[config.mk]
export PLATFORM = sky130hd
export DESIGN_NAME = json_byte_tokenizer
export DESIGN_NICKNAME = d
export VERILOG_FILES = /design/src/sv/jbt_pkg.sv /design/src/sv/jbt_lexer.sv /design/src/sv/jbt_out_fifo.sv /design/src/sv/json_byte_tokenizer.sv
export SDC_FILE = /design/constraint.sdc
export NUM_CORES = 1
export LEC_CHECK = 0
export ABC_AREA = 1
export BUFFER_PORTS_ARGS = -buffer_cell sky130_fd_sc_hd__buf_2
export CAP_MARGIN = 10
export CORE_MARGIN = 1
export CORE_UTILIZATION = 50
export CTS_CLUSTER_DIAMETER = 150
export DETAILED_ROUTE_END_ITERATION = 10
export PLACE_DENSITY = 0.74
export SETUP_SLACK_MARGIN = 0.02
export SYNTH_ARGS = -nofsm -noshare
export SYNTH_HDL_FRONTEND = slang
export SYNTH_SLANG_ARGS = --single-unit
export TNS_END_PERCENT = 30
[constraint.sdc]
create_clock -name clk -period 4.1 [get_ports clk]
set_input_delay 0.205 -clock clk [delete_from_list [all_inputs] [get_ports clk]]
set_output_delay 0.205 -clock clk [all_outputs]
set_load 0.03 [all_outputs]
[src/sv/jbt_pkg.sv]
// ----------------------------------------------------------------------------
// jbt_pkg: shared types and constants of the JSON byte tokenizer
// Item structs, event codes, lexer modes and the keyword letter tables.
// ----------------------------------------------------------------------------
package jbt_pkg;

	localparam int unsigned FIFO_DEPTH = 4;
	localparam int unsigned FIFO_AW    = $clog2(FIFO_DEPTH);
	localparam int unsigned FIFO_CW    = $clog2(FIFO_DEPTH + 1);

	typedef enum logic [4:0] {
		EV_CURLY_OPEN   = 5'd0,
		EV_CURLY_CLOSE  = 5'd1,
		EV_ARRAY_OPEN   = 5'd2,
		EV_ARRAY_CLOSE  = 5'd3,
		EV_COLON        = 5'd4,
		EV_COMMA        = 5'd5,
		EV_STR_START    = 5'd6,
		EV_STR_BYTE     = 5'd7,
		EV_STR_END      = 5'd8,
		EV_NUM_BYTE     = 5'd9,
		EV_NUM_END      = 5'd10,
		EV_FALSE        = 5'd11,
		EV_TRUE         = 5'd12,
		EV_NULL         = 5'd13,
		EV_MISMATCH     = 5'd14,
		EV_UNTERMINATED = 5'd15,
		EV_UNRECOGNIZED = 5'd16,
		EV_STREAM_END   = 5'd17
	} event_kind_t;

	typedef enum logic [3:0] {
		MODE_IDLE    = 4'b0001,
		MODE_STRING  = 4'b0010,
		MODE_NUMBER  = 4'b0100,
		MODE_KEYWORD = 4'b1000
	} lex_mode_t;

	localparam logic [1:0] KW_FALSE = 2'd0;
	localparam logic [1:0] KW_TRUE  = 2'd1;
	localparam logic [1:0] KW_NULL  = 2'd2;

	localparam logic [7:0] CH_QUOTE = 8'h22;
	localparam logic [7:0] CH_DOT   = 8'h2E;
	localparam logic [7:0] CH_MINUS = 8'h2D;

	typedef struct packed {
		logic [7:0] text_byte;
		logic       end_marker;
	} in_item_t;

	typedef struct packed {
		event_kind_t event_kind;
		logic [7:0]  value_byte;
		logic        last_of_run;
	} out_item_t;

	// Results of one input item on their way into the output queue.
	typedef struct packed {
		logic [1:0] count;
		out_item_t  first;
		out_item_t  second;
	} push_t;

	function automatic logic [2:0] kw_length(input logic [1:0] sel);
		case (sel)
			KW_FALSE: kw_length = 3'd5;
			KW_TRUE:  kw_length = 3'd4;
			KW_NULL:  kw_length = 3'd4;
			default:  kw_length = 3'd0;
		endcase
	endfunction

	function automatic logic [7:0] kw_letter(input logic [1:0] sel, input logic [2:0] pos);
		kw_letter = 8'h00;
		case (sel)
			KW_FALSE: begin
				case (pos)
					3'd0:    kw_letter = "f";
					3'd1:    kw_letter = "a";
					3'd2:    kw_letter = "l";
					3'd3:    kw_letter = "s";
					3'd4:    kw_letter = "e";
					default: kw_letter = 8'h00;
				endcase
			end
			KW_TRUE: begin
				case (pos)
					3'd0:    kw_letter = "t";
					3'd1:    kw_letter = "r";
					3'd2:    kw_letter = "u";
					3'd3:    kw_letter = "e";
					default: kw_letter = 8'h00;
				endcase
			end
			KW_NULL: begin
				case (pos)
					3'd0:    kw_letter = "n";
					3'd1:    kw_letter = "u";
					3'd2:    kw_letter = "l";
					3'd3:    kw_letter = "l";
					default: kw_letter = 8'h00;
				endcase
			end
			default: kw_letter = 8'h00;
		endcase
	endfunction

	function automatic event_kind_t kw_event(input logic [1:0] sel);
		case (sel)
			KW_FALSE: kw_event = EV_FALSE;
			KW_TRUE:  kw_event = EV_TRUE;
			KW_NULL:  kw_event = EV_NULL;
			default:  kw_event = EV_MISMATCH;
		endcase
	endfunction

endpackage

[src/sv/jbt_lexer.sv]
// ----------------------------------------------------------------------------
// jbt_lexer: lexer state and per-byte decode
// Holds the mode and keyword tracking and turns one registered item into
// up to two result items per cycle while advance is high.
// ----------------------------------------------------------------------------
module jbt_lexer import jbt_pkg::*; (
	input  logic     clk,
	input  logic     arst_n,
	input  logic     advance,
	input  in_item_t item_s1,
	output push_t    push
);

	typedef struct packed {
		logic        hit;
		event_kind_t kind;
		logic [7:0]  val;
	} res_t;

	typedef struct packed {
		res_t       res;
		lex_mode_t  mode;
		logic       kw;
		logic [1:0] sel;
	} idle_t;

	lex_mode_t  mode_q, mode_d;
	logic [1:0] sel_q, sel_d;
	logic [2:0] pos_q, pos_d;
	res_t       res0, res1;
	idle_t      id;
	logic [7:0] c;

	// Decode of a byte seen between tokens.
	function automatic idle_t idle_decode(input logic [7:0] b);
		idle_t r;
		r = '{res: '{hit: 1'b1, kind: EV_UNRECOGNIZED, val: 8'h00},
		      mode: MODE_IDLE, kw: 1'b0, sel: KW_FALSE};
		case (b) inside
			" ", 8'h0A: r.res.hit = 1'b0;
			"{":        r.res.kind = EV_CURLY_OPEN;
			"}":        r.res.kind = EV_CURLY_CLOSE;
			"[":        r.res.kind = EV_ARRAY_OPEN;
			"]":        r.res.kind = EV_ARRAY_CLOSE;
			":":        r.res.kind = EV_COLON;
			",":        r.res.kind = EV_COMMA;
			CH_QUOTE: begin
				r.res.kind = EV_STR_START;
				r.mode     = MODE_STRING;
			end
			"f", "t", "n": begin
				r.res.hit = 1'b0;
				r.mode    = MODE_KEYWORD;
				r.kw      = 1'b1;
				r.sel     = (b == "f") ? KW_FALSE : ((b == "t") ? KW_TRUE : KW_NULL);
			end
			CH_MINUS, ["0":"9"]: begin
				r.res.kind = EV_NUM_BYTE;
				r.res.val  = b;
				r.mode     = MODE_NUMBER;
			end
			default: r.res.kind = EV_UNRECOGNIZED;
		endcase
		return r;
	endfunction

	assign c  = item_s1.text_byte;
	assign id = idle_decode(c);

	always_comb begin
		res0   = '0;
		res1   = '0;
		mode_d = mode_q;
		sel_d  = sel_q;
		pos_d  = pos_q;
		if (item_s1.end_marker) begin
			res0.hit = 1'b1;
			res1.hit = 1'b1;
			res1.kind = EV_STREAM_END;
			if (mode_q == MODE_NUMBER) begin
				res0.kind = EV_NUM_END;
			end else if (mode_q == MODE_STRING || mode_q == MODE_KEYWORD) begin
				res0.kind = EV_UNTERMINATED;
			end else begin
				res0.kind = EV_STREAM_END;
				res1.hit  = 1'b0;
			end
			mode_d = MODE_IDLE;
			sel_d  = KW_FALSE;
			pos_d  = 3'd0;
		end else begin
			case (mode_q)
				MODE_STRING: begin
					res0.hit = 1'b1;
					if (c == CH_QUOTE) begin
						res0.kind = EV_STR_END;
						mode_d    = MODE_IDLE;
					end else begin
						res0.kind = EV_STR_BYTE;
						res0.val  = c;
					end
				end
				MODE_NUMBER: begin
					res0.hit = 1'b1;
					if (c == CH_MINUS || c == CH_DOT || c inside {["0":"9"]}) begin
						res0.kind = EV_NUM_BYTE;
						res0.val  = c;
					end else begin
						// The closing byte is handled again as if between tokens.
						res0.kind = EV_NUM_END;
						res1      = id.res;
						mode_d    = id.mode;
						if (id.kw) begin
							sel_d = id.sel;
							pos_d = 3'd1;
						end
					end
				end
				MODE_KEYWORD: begin
					res0.hit = 1'b1;
					if (pos_q < kw_length(sel_q) && kw_letter(sel_q, pos_q) == c) begin
						if (pos_q + 3'd1 >= kw_length(sel_q)) begin
							res0.kind = kw_event(sel_q);
							mode_d    = MODE_IDLE;
							pos_d     = 3'd0;
						end else begin
							res0.hit = 1'b0;
							pos_d    = pos_q + 3'd1;
						end
					end else begin
						res0.kind = EV_MISMATCH;
						mode_d    = MODE_IDLE;
						pos_d     = 3'd0;
					end
				end
				default: begin
					res0   = id.res;
					mode_d = id.mode;
					if (id.kw) begin
						sel_d = id.sel;
						pos_d = 3'd1;
					end
				end
			endcase
		end
	end

	// A second result only ever follows a first one.
	always_comb begin
		push.count  = {1'b0, res0.hit} + {1'b0, res1.hit};
		push.first  = '{event_kind: res0.kind, value_byte: res0.val, last_of_run: !res1.hit};
		push.second = '{event_kind: res1.kind, value_byte: res1.val, last_of_run: 1'b1};
		if (!advance) begin
			push.count = 2'd0;
		end
	end

	always_ff @(posedge clk or negedge arst_n) begin
		if (!arst_n) begin
			mode_q <= MODE_IDLE;
			sel_q  <= KW_FALSE;
			pos_q  <= 3'd0;
		end else if (advance) begin
			mode_q <= mode_d;
			sel_q  <= sel_d;
			pos_q  <= pos_d;
		end
	end

endmodule

[src/sv/jbt_out_fifo.sv]
// ----------------------------------------------------------------------------
// jbt_out_fifo: result queue
// Takes up to two result items per cycle and hands out one per cycle while event_stall is low.
// ----------------------------------------------------------------------------
module jbt_out_fifo import jbt_pkg::*; (
	input  logic               clk,
	input  logic               arst_n,
	input  push_t              push,
	output logic               room,
	output logic [FIFO_CW-1:0] level,
	output logic               event_valid,
	input  logic               event_stall,
	output out_item_t          event_item
);

	out_item_t          mem_q [FIFO_DEPTH];
	logic [FIFO_AW-1:0] wr_ptr_q, rd_ptr_q;
	logic [FIFO_CW-1:0] count_q;
	logic               pop;

	assign level       = count_q;
	assign event_valid = (count_q != '0);
	assign event_item  = mem_q[rd_ptr_q];
	assign pop         = event_valid && !event_stall;
	// Room for two more items, judged from the registered fill level alone.
	assign room        = (count_q <= FIFO_CW'(FIFO_DEPTH - 2));

	always_ff @(posedge clk) begin
		if (push.count != 2'd0) begin
			mem_q[wr_ptr_q] <= push.first;
		end
		if (push.count == 2'd2) begin
			mem_q[wr_ptr_q + FIFO_AW'(1)] <= push.second;
		end
	end

	always_ff @(posedge clk or negedge arst_n) begin
		if (!arst_n) begin
			wr_ptr_q <= '0;
			rd_ptr_q <= '0;
			count_q  <= '0;
		end else begin
			wr_ptr_q <= wr_ptr_q + FIFO_AW'(push.count);
			if (pop) begin
				rd_ptr_q <= rd_ptr_q + FIFO_AW'(1);
			end
			count_q <= count_q + FIFO_CW'(push.count) - FIFO_CW'(pop);
		end
	end

endmodule

[src/sv/json_byte_tokenizer.sv]
// ----------------------------------------------------------------------------
// json_byte_tokenizer: byte-serial JSON lexer
// Each input item is one text byte or an end-of-input marker; each output
// item is one token event with an optional byte and a last-of-run flag.
// ----------------------------------------------------------------------------
// Usage:
//   byte_valid/byte_stall/byte_item carry input items; event_valid/
//   event_stall/event_item carry result items. An item moves on a rising
//   edge where valid is high and stall is low.
//   An accepted byte is held in an input register while the lexer decodes
//   it against the current mode, and its results enter a four-entry queue.
//   The first result is offered from the queue once it is written there.
//   One byte is accepted per cycle as long as the queue holds at most two
//   items; an item gives zero, one or two results, and the output side
//   sends one per cycle while unstalled, so the sustained rate is one item
//   per cycle unless results outnumber input items or the receiver stalls.
//   When the receiver stalls, the queue fills and byte_stall rises while
//   the input register is held; nothing is dropped.
//   Reset empties the input register and the queue and puts the lexer in
//   its idle mode between tokens.
// ----------------------------------------------------------------------------
module json_byte_tokenizer import jbt_pkg::*; (
	input  logic      clk,
	input  logic      arst_n,
	input  logic      byte_valid,
	output logic      byte_stall,
	input  in_item_t  byte_item,
	output logic      event_valid,
	input  logic      event_stall,
	output out_item_t event_item
);

	in_item_t           item_s1;
	logic               valid_s1;
	logic               room;
	logic               advance;
	logic               accept;
	logic [FIFO_CW-1:0] level;
	push_t              push;

	assign advance    = valid_s1 && room;
	assign byte_stall = valid_s1 && !room;
	assign accept     = byte_valid && !byte_stall;

	always_ff @(posedge clk or negedge arst_n) begin
		if (!arst_n) begin
			valid_s1 <= 1'b0;
		end else if (accept) begin
			valid_s1 <= 1'b1;
		end else if (advance) begin
			valid_s1 <= 1'b0;
		end
	end

	always_ff @(posedge clk) begin
		if (accept) begin
			item_s1 <= byte_item;
		end
	end

	jbt_lexer u_lexer (
		.clk     (clk),
		.arst_n  (arst_n),
		.advance (advance),
		.item_s1 (item_s1),
		.push    (push)
	);

	jbt_out_fifo u_fifo (
		.clk         (clk),
		.arst_n      (arst_n),
		.push        (push),
		.room        (room),
		.level       (level),
		.event_valid (event_valid),
		.event_stall (event_stall),
		.event_item  (event_item)
	);

	a_level_bound: assert property (@(posedge clk) disable iff (!arst_n)
		level <= FIFO_CW'(FIFO_DEPTH))
		else $error("result queue overfilled");

	a_end_gives_result: assert property (@(posedge clk) disable iff (!arst_n)
		advance && item_s1.end_marker |=> event_valid)
		else $error("end of input produced no result");

	a_stream_end_last: assert property (@(posedge clk) disable iff (!arst_n)
		event_valid && event_item.event_kind == EV_STREAM_END |-> event_item.last_of_run)
		else $error("stream end not marked last of run");

	a_stall_held: assert property (@(posedge clk) disable iff (!arst_n)
		byte_stall |=> valid_s1)
		else $error("input register emptied while stalled");

endmodule

======== Word level (Yosys, flattened, before mapping) ========
Memories as Yosys holds them, arrays and structs flattened.
Cells that the tools add are included.
word-level totals
  bits in registers ....................... 26
  RAM bits ................................ 56
  output and inout bits ................... 16
  logic and storage cells ................. 185
  memories kept ........................... 1
memories
  name          depth  width  rd ports  clocked after Yosys merged registers in  write ports  line                RTL
  u_fifo.mem_q  4      14     1         0                                        2            jbt_out_fifo.sv:16  out_item_t mem_q [FIFO_DEPTH];
operators by class
  add/subtract/negate cells ............... 7
  order comparisons ....................... 5
  eq/ne operators ......................... 30
  multiplexer cells ....................... 106
  reductions and logical operators ........ 27
operators with widths
  kind                  number
  $mux W8               16
  $mux W5               13
  $mux W4               16
  $mux W3               20
  $eq A8 B7 Y1 const B  7
  $eq A8 B6 Y1 const B  6
  $pmux W8 S3           2
  $pmux W7 S5           1
  $mux W14              2
  $pmux W7 S4           1
  $pmux W7 S3           1
  $mux W1               19
  $pmux W3 S3           2
  $pmux W6 S3           1
  $mux W2               7
  $mux W6               2
  $pmux W4 S3           1
  $reduce_or A2 Y1      5
  $eq A8 B4 Y1 const B  1
  $eq A8 B8 Y1          1
  $ge A8 B6 Y1 const B  1
  $le A8 B6 Y1 const B  1
  $eq A3 B2 Y1 const B  2
  $logic_and A1 B1 Y1   6
  other kinds (31)      41

======== Logic depth before layout (Yosys ltp) ========
Gate-level depths: netlist of run 1.
  depth in word-level cells ............... 21
  depth in mapped cells ................... 27
  gate-level depth less buffers ........... 27

======== Cells and area by module ========
From an unflattened synthesis of run 1, not the netlist that was laid out.
second synthesis, totals
  cells, all modules ...................... 776
  area, all modules ....................... 5680.4 um^2
by module, submodules not included
  module               times used  cells each  area each (um^2)  sequential area each (um^2)
  jbt_out_fifo         1           426         3430.8            1856.8
  jbt_lexer            1           332         1914.3            226.5
  json_byte_tokenizer  1           18          335.3             295.3

======== Least setup slack after synthesis of run 1 ========
OpenSTA, ideal clock, no wires.
  path type ............................... reg-to-reg
  start point ............................. register u_lexer.sel_q[0]
  end point ............................... register u_fifo.count_q[2], in the netlist u_fifo.level[2]
  library setup time ...................... 0.123 ns
  arrival ................................. 3.457 ns
  data required time ...................... 3.977 ns
  path slack .............................. 0.521 ns
  cell stages (with the launch flop) ...... 21
  path buffers ............................ 0
  period minus slack after synthesis ...... 3.579 ns
  cell sequence ........................... dfrtp_1 ha_1 ha_1 a21boi_0 nor3_1 nand3_2 nor2_2 nand3_2 nor2_4 nand2_4 o21ai_0 nand4_1 ha_1 inv_1 nor2_2 inv_1 ha_1 inv_1 ha_1 fa_1 xnor2_1
on the way
  cells in the longest elaborated chain, start to end .. 15
RTL lines
  element                                       line                          RTL
  from (decl)                                   jbt_lexer.sv:28               logic [1:0] sel_q, sel_d;
  from (signal assigned)                        jbt_lexer.sv:165              sel_q <= sel_d;
  $eq A2 B1 Y1 or $eq A2 B2 Y1 (tied branches)  jbt_pkg.sv:66, jbt_pkg.sv:76
  $reduce_or A2 Y1 (no source line)             n/a
  $pmux W3 S2                                   jbt_pkg.sv:66                 case (sel)
  $mux W3                                       jbt_lexer.sv:121              if (pos_q < kw_length(sel_q) && kw_letter(sel_q, pos_q) == c) begin
  $mux W3                                       jbt_lexer.sv:92               case (mode_q)
  $mux W3                                       jbt_lexer.sv:76               if (item_s1.end_marker) begin
  $ge A3 B3 Y1                                  jbt_lexer.sv:122              if (pos_q + 3'd1 >= kw_length(sel_q)) begin
  $mux W1                                       jbt_lexer.sv:122
  $mux W1 *                                     jbt_lexer.sv:121
  $pmux W6 S3 *                                 jbt_lexer.sv:92
  $mux W6 *                                     jbt_lexer.sv:76
  $add A1 B1 Y2 *                               jbt_lexer.sv:150              push.count = {1'b0, res0.hit} + {1'b0, res1.hit};
  $mux W2 *                                     jbt_lexer.sv:153              if (!advance) begin
  $add A3 B2 Y3 *                               jbt_out_fifo.sv:47            count_q <= count_q + FIFO_CW'(push.count) - FIFO_CW'(pop);
  $sub A3 B1 Y3 *                               jbt_out_fifo.sv:47
  to (signal assigned)                          jbt_out_fifo.sv:47
  to (decl)                                     jbt_out_fifo.sv:18            logic [FIFO_CW-1:0] count_q;
Every way passes the cells marked *; elsewhere a longest branch is shown, timed or not. The select of a mux whose other input is x is not followed.
A chain may end at the register's enable or synchronous reset.

======== Final worst setup path of run 1 ========
Same ends and word-level chain as after synthesis.

==> impl_metrics.tcl, run 1 <==
set metrics [dict create \
    outcome "complete, no violations" \
    path_max_fanout 5 \
    maxCapViolCount 0 \
    multi_input_area_mm2 0.002283 \
    register_area_mm2 0.002338 \
    p_leak_nw 2.368 \
    final_util 0.5932 \
    criticalPathCategory "flip-flop to flip-flop" \
    die-height_um 101.5 \
    maxSlewViolCount 0 \
    cts_root_buf "clkbuf_8" \
    syn_nets 619 \
    p_clk_frac 0.170 \
    slew-limit-headroom 0.5044 \
    overflow 0 \
    antenna_found_initial 0 \
    fin_crit_sh 0.9275 \
    cts_tree "done" \
    synth_flop_cell "edfxtp_1" \
    final_layout_size_suffix_gt1_frac 0.2038 \
    place.gp.congestion 1.031 \
    peakVddDrop_mv 0.4290 \
    clkSinkCount 82 \
    switchingPower_w 0.001580 \
    netSwitchingFraction 0.4473 \
    antenna_cells 0 \
    htree_levels 3 \
    clock_path_buffers 2 \
    drt-pass1-iter-count 5 \
    drt-initial-drc-count 224 \
    grt_pass1_wl_um 18530 \
    timing.fmax_mhz 263.0 \
    coreArea_mm2 0.009415 \
    synth_area_mm2 0.004948 \
    grt_max_degree 31 \
    power_density_mw_per_mm2 632.5 \
    skew_ns 0.01201 \
    worstMarginPinSlew_ns 0.7389 \
    r2r_slack_ns 0.30 \
    synthArstFlopShare 0.2073 \
    synth_seq_cells 82 \
    power.total_w 0.003532 \
    cp.required_ns 4.34 \
    mostFrequentLayoutCells "nand2_1 (114), nor2_1 (98), edfxtp_1 (61)" \
    drt-wirelength-per-cell_um 14.32 \
    final_nets 665 \
    die_area_mm2 0.01030 \
    cts_buffers 9 \
    clk_pin_slew_worst_paths_ns 0.09 \
    grt.total_usage 0.2378 \
    rows 35 \
    arrival_ns 4.05 \
    seq_power_share 0.367 \
    setup_viol 0 \
    finalHoldViolCount 0 \
    viasPerCell 5.283 \
    io_pins 29 \
    yosys_warnings 0 \
    nFillCells 848 \
    synth_edf_count 61 \
    ys_types 44 \
    drt_wl_total_um 10990 \
    syn2layout_area_growth_pct 12.87 \
    portBuffers 28 \
    combPwrFrac 0.463 \
    ant_nets 0 \
    internal-power_w 0.001952 \
    clk_latency_ns 0.36 \
    dp_hpwl_um 8185 \
    synth_cells 587 \
    initial_core_util 0.5256 \
    vias 4052 \
    dieWidth_um 101.5 \
    layout_commonest_cell "nand2_1" \
    endpoint_kind "flip-flop" \
    drcViolationCount 0 \
    hold_class "input pin to flip-flop" \
    first_global_vias 3997 \
    period_needed_ns 3.803 \
    seq_area_frac_synth 0.4726 \
    cp-start-kind "flip-flop" \
    synth_area_per_cell_um2 8.430 \
]
==> Yosys cell counts, types with 2 or more instances <==
master	count	area [um^2]
nand2_2	7	43.79
inv_2	11	41.29
o21ai_2	6	52.55
buf_2	7	35.03
nand4_1	2	12.51
o21ai_1	3	15.01
o22ai_1	19	118.9
nor2_2	8	50.05
o21ai_0	39	195.2
dfxtp_1	4	80.08
nor3_1	14	70.07
dfrtp_1	16	400.4
nand2_4	5	56.30
xnor2_1	2	17.52
edfxtp_1	61	1832
nor3_2	5	50.05
nand3_1	38	190.2
nand2_1	114	427.9
ha_1	18	225.2
nand3_2	3	30.03
xor2_1	4	35.03
clkbuf_1	9	33.78
inv_1	57	214.0
or2_2	2	12.51
nor2_4	6	67.56
a21oi_1	11	55.05
nor2_1	98	367.9
a21oi_4	2	32.53
==> area by class of cell <==
type / count / area share
Timing Repair Buffer: 51 / 0.05690
Sequential cell: 82 / 0.4187
Multi-Input combinational cell: 418 / 0.4088
Inverter: 71 / 0.05040
Clock inverter: 6 / 0.01165
Clock buffer: 10 / 0.02464
Tap cell: 129 / 0.02890
==> path summary, 6_finish.rpt <==
| kind | start | end | cells past startpoint |
|---|---|---|---|
| setup / recovery | u_lexer.sel_q[0] | u_fifo.level[2] | 20 |
| hold / removal | byte_item[0] | item_s1[0] | 1 |
| setup reg to reg | u_lexer.sel_q[0] | u_fifo.level[2] | 20 |
| hold reg to reg | u_lexer.mode_q[3] | u_lexer.mode_q[3] | 2 |
| max in group asynchronous | arst_n | u_lexer.mode_q[0] | 2 |
| min in group asynchronous | arst_n | u_lexer.mode_q[2] | 2 |
==> flip-flops by register name, summed over array words and instances, names as in the netlist <==
name and flops:
u_fifo.mem_q 56, item_s1 9, u_lexer.mode_q 4, u_fifo.level 3, u_lexer.pos_q 3, u_fifo.rd_ptr_q 2
u_fifo.wr_ptr_q 2, u_lexer.sel_q 2, valid_s1 1
==> worst max-delay path, stage by stage, from the launching register on <==
cell      delay [ns]
dfrtp_1         0.42
ha_2            0.22
ha_1            0.27
a21boi_0        0.12
nor3_1          0.26
nand3_2         0.11
nor2_2          0.12
nand3_2         0.08
nor2_4          0.11
nand2_4         0.08
o21ai_2         0.17
nand4_1         0.11
ha_1            0.35
inv_1           0.07
nor2_4          0.13
inv_1           0.05
ha_1            0.26
inv_1           0.04
ha_1            0.18
fa_1            0.38
xnor2_1         0.13
==> power by group through the flow <==
stage / Sequential [W] / Combinational, W / Clock [W]
after floorplan: 0.00125 / 0.00121 / 0
after global placement: 0.00130 / 0.00159 / 0
after detailed placement: 0.00131 / 0.00163 / 0
after CTS: 0.00129 / 0.00164 / 0.000609
after global routing: 0.00132 / 0.00183 / 0.000638
final: 0.00130 / 0.00164 / 0.000601
==> routing by layer <==
layer  global-route usage  share of wire  routed length (um)  up-vias
met1               0.2962           0.45                4975     1884
met4               0.1137          0.018                 201        0
li1                     -              -                   -     2037
met2               0.4087           0.48                5240      112
met5                    0              0                   0        -
met3              0.03313          0.052                 569       19
==> logic make-up after synthesis <==
kind of cell / synth area share
AND/OR/NAND/NOR: 0.2870
AO/OA/AOI/OAI: 0.1095
buffers and inverters: 0.07080
flip-flops: 0.4726
adder cells (fa/ha/maj): 0.04956
XOR/XNOR: 0.01062
==> stage by stage <==
| stage | setup slack (ns) | TNS (ns) | hold WS [ns] | std cells | instance area [um^2] |
|---|---|---|---|---|---|
| after CTS | 0.09532 | 0 | 0.0005307 | 766 | 5552 |
| final | 0.2973 | 0 | 0.01332 | 767 | 5585 |
| after floorplan | 0.5209 | 0 | -0.09059 | 587 | 4949 |
| after global routing | -0.02504 | -0.02504 | 0.0001990 | 767 | 5585 |
| after global placement | 0.2270 | 0 | 0.1488 | 749 | 5339 |
| after detailed placement | 0.1280 | 0 | 0.1507 | 749 | 5339 |
==> timing repair <==
item	4_1_cts	5_1_grt
hold endpoints to repair	16	1
resized for setup	0	6
hold buffers	1	1
endpoints found under the setup margin	0	36
setup buffers	0	0
Note: power is estimated with default switching activity, not from simulation.
==> run 2: changes to the inputs <==
--- a/config.mk
+++ b/config.mk
@@ -5,15 +5,15 @@
 export SDC_FILE = /design/constraint.sdc
 export NUM_CORES = 1
 export LEC_CHECK = 0
-export ABC_AREA = 1
 export BUFFER_PORTS_ARGS = -buffer_cell sky130_fd_sc_hd__buf_2
 export CAP_MARGIN = 10
 export CORE_MARGIN = 1
 export CORE_UTILIZATION = 50
 export CTS_CLUSTER_DIAMETER = 150
 export DETAILED_ROUTE_END_ITERATION = 10
-export PLACE_DENSITY = 0.74
+export PLACE_DENSITY = 0.73
 export SETUP_SLACK_MARGIN = 0.02
+export SKIP_CTS_REPAIR_TIMING = 1
 export SYNTH_ARGS = -nofsm -noshare
 export SYNTH_HDL_FRONTEND = slang
 export SYNTH_SLANG_ARGS = --single-unit
==> impl_metrics.tcl, run 2 <==
set metrics [dict create \
    synth_seq_cells 82 \
    cp.required_ns 4.34 \
    synth_commonest_cells "edfxtp_1 (61), nor2_1 (54), nand2_1 (46)" \
    die_area_mm2 0.01054 \
    drt_wl_total_um 11980 \
    cp-start-kind "flip-flop" \
    initial_core_util 0.5182 \
    p_leak_nw 2.156 \
    antenna_found_initial 0 \
    vias 4026 \
    synthArstFlopShare 0.2073 \
    htree_levels 3 \
    coreArea_mm2 0.009774 \
    yosys_warnings 0 \
    reg.largest.list "u_fifo.mem_q x56, item_s1 x9, u_lexer.mode_q x4" \
    synth.most_common_cell "edfxtp_1" \
    fin_crit_sh 0.9983 \
    viasPerCell 5.947 \
    internal-power_w 0.002124 \
    endpoint_kind "flip-flop" \
    placed_cells 650 \
    cts_tree "done" \
    grt_pass1_wl_um 19060 \
    final_util 0.6005 \
    wl_met1_um 5170 \
    timing.fmax_mhz 244.3 \
    portBuffers 28 \
    overflow 0 \
    syn_nets 524 \
    worstMarginPinSlew_ns 0.9896 \
    maxCapViolCount 0 \
    place.gp.congestion 0.9112 \
    rows 36 \
    clk_latency_ns 0.37 \
    power_density_mw_per_mm2 638.3 \
    synth_flop_cell "edfxtp_1" \
    path_max_fanout 5 \
    ant_nets 0 \
    final_layout_size_suffix_gt1_frac 0.2298 \
    drcViolationCount 0 \
    top_register "u_fifo.mem_q" \
    power.total_w 0.003746 \
    cts_buffers 9 \
    clk_pin_slew_worst_paths_ns 0.10 \
    combPwrFrac 0.486 \
    cts_root_buf "clkbuf_8" \
    dp_hpwl_um 8622 \
    mostFrequentLayoutCells "edfxtp_1 (61), nor2_1 (53), nand2_1 (44)" \
    seq_area_frac_synth 0.4617 \
    io_pins 29 \
    switchingPower_w 0.001622 \
    layout_commonest_cell "edfxtp_1" \
    clock_path_buffers 2 \
    largest_reg_flops 56 \
    antenna_cells 0 \
    synth.area.top_cells "edfxtp_1 (36%), dfrtp_1 (7.9%), mux4_2 (6.2%)" \
    synth_cells 492 \
    arrival_ns 4.34 \
    rsz0062_at_grt "true" \
    design_area_mm2 0.005869 \
    final_cells 677 \
    ys_types 68 \
    period_needed_ns 4.093 \
    grt.total_usage 0.2394 \
    netSwitchingFraction 0.4330 \
    finalHoldViolCount 0 \
    drt-wirelength-per-cell_um 17.70 \
    dieWidth_um 102.6 \
    synth_area_mm2 0.005065 \
    place_area_mm2 0.005500 \
    synth_edf_count 61 \
    drt-pass1-iter-count 5 \
    dr_wl_met3_um 565 \
    setup_viol 0 \
    syn2layout_area_growth_pct 15.88 \
    synth_top_area_cell "edfxtp_1" \
    maxSlewViolCount 0 \
    peakVddDrop_mv 0.3253 \
    synth_top_area_share 0.3617 \
    hold_slack_ns 0.01061 \
    slew-limit-headroom 0.3403 \
    top_layer "met4" \
    grt_max_degree 24 \
    die-height_um 102.6 \
    criticalPathCategory "flip-flop to flip-flop" \
    skew_ns 0.01831 \
    hold_class "input pin to flip-flop" \
    final_nets 571 \
    clkSinkCount 82 \
    wl_met2_um 5983 \
    seq_power_share 0.356 \
    synth_area_per_cell_um2 10.29 \
    drt-initial-drc-count 274 \
    p_clk_frac 0.157 \
    outcome "complete, no violations" \
    first_global_vias 3896 \
]
==> run 2: critical path: stages (launching register included) <==
cell and delay (ns):
dfrtp_2 0.45, ha_2 0.21, ha_4 0.16, or4_4 0.53
nand3_2 0.09, nand4_1 0.10, a2111o_1 0.47, and2_4 0.17
nor2_4 0.13, o211ai_1 0.09, ha_1 0.36, and3_4 0.20
inv_1 0.06, ha_1 0.29, inv_1 0.06, ha_2 0.17
fa_2 0.43
==> run 2: layer usage <==
metal	up-vias	global-route usage
li1	1932	-
met1	1947	0.3002
met5	-	0
met4	0	0.09780
met2	120	0.4067
met3	27	0.04542
==> run 2: layout make-up <==
class	instances	area, um^2
flip-flops and latches	82	2340
clock buffers	9	123.9
fillers	803	3905
clock inverters	7	71.32
multi-input cells	357	2618
well taps	133	166.4
repair buffers	65	460.4
inverters	24	90.09
==> run 2: path summary, 6_finish.rpt <==
kind / start / endpoint / slack, ns / cells past startpoint
setup / recovery: u_lexer.pos_q[0] / u_fifo.level[1] / 0.007 / 16
hold / removal: byte_item[6] / item_s1[6] / 0.01 / 1
setup reg to reg: u_lexer.pos_q[0] / u_fifo.level[1] / 0.007 / 16
hold reg to reg: u_fifo.mem_q[2][0] / u_fifo.mem_q[2][0] / 0.50 / 2
max in group asynchronous: arst_n / u_lexer.mode_q[0] / 3.48 / 2
min in group asynchronous: arst_n / valid_s1 / 0.29 / 2
==> run 2: through the flow <==
stage	worst slack, ns	setup TNS [ns]
6_report	0.007041	0
3_3_place_gp	0.04744	0
4_1_cts	-0.1059	-0.1619
2_1_floorplan	0.03588	0
5_1_grt	-0.1379	-1.123
3_5_place_dp	-0.08867	-0.1351
==> run 2: logic make-up after synthesis <==
kind of cell / after synthesis / synth area share
adders and majority gates: 19 / 0.04842
xor gates and xnor gates: 10 / 0.01729
muxes: 17 / 0.06843
AOI/OAI and AO/OA: 109 / 0.1556
buffers and inverters: 53 / 0.04002
DFF: 82 / 0.4617
and+or+nand+nor: 202 / 0.2085
==> run 2: power by group through the flow <==
stage	Sequential [W]	Combinational [W]	Clock (W)
detailed placement	0.00136	0.00173	0
global placement	0.00134	0.00169	0
floorplan	0.00123	0.00138	0
finish	0.00134	0.00182	0.000589
global route	0.00137	0.00200	0.000634
CTS	0.00134	0.00174	0.000600
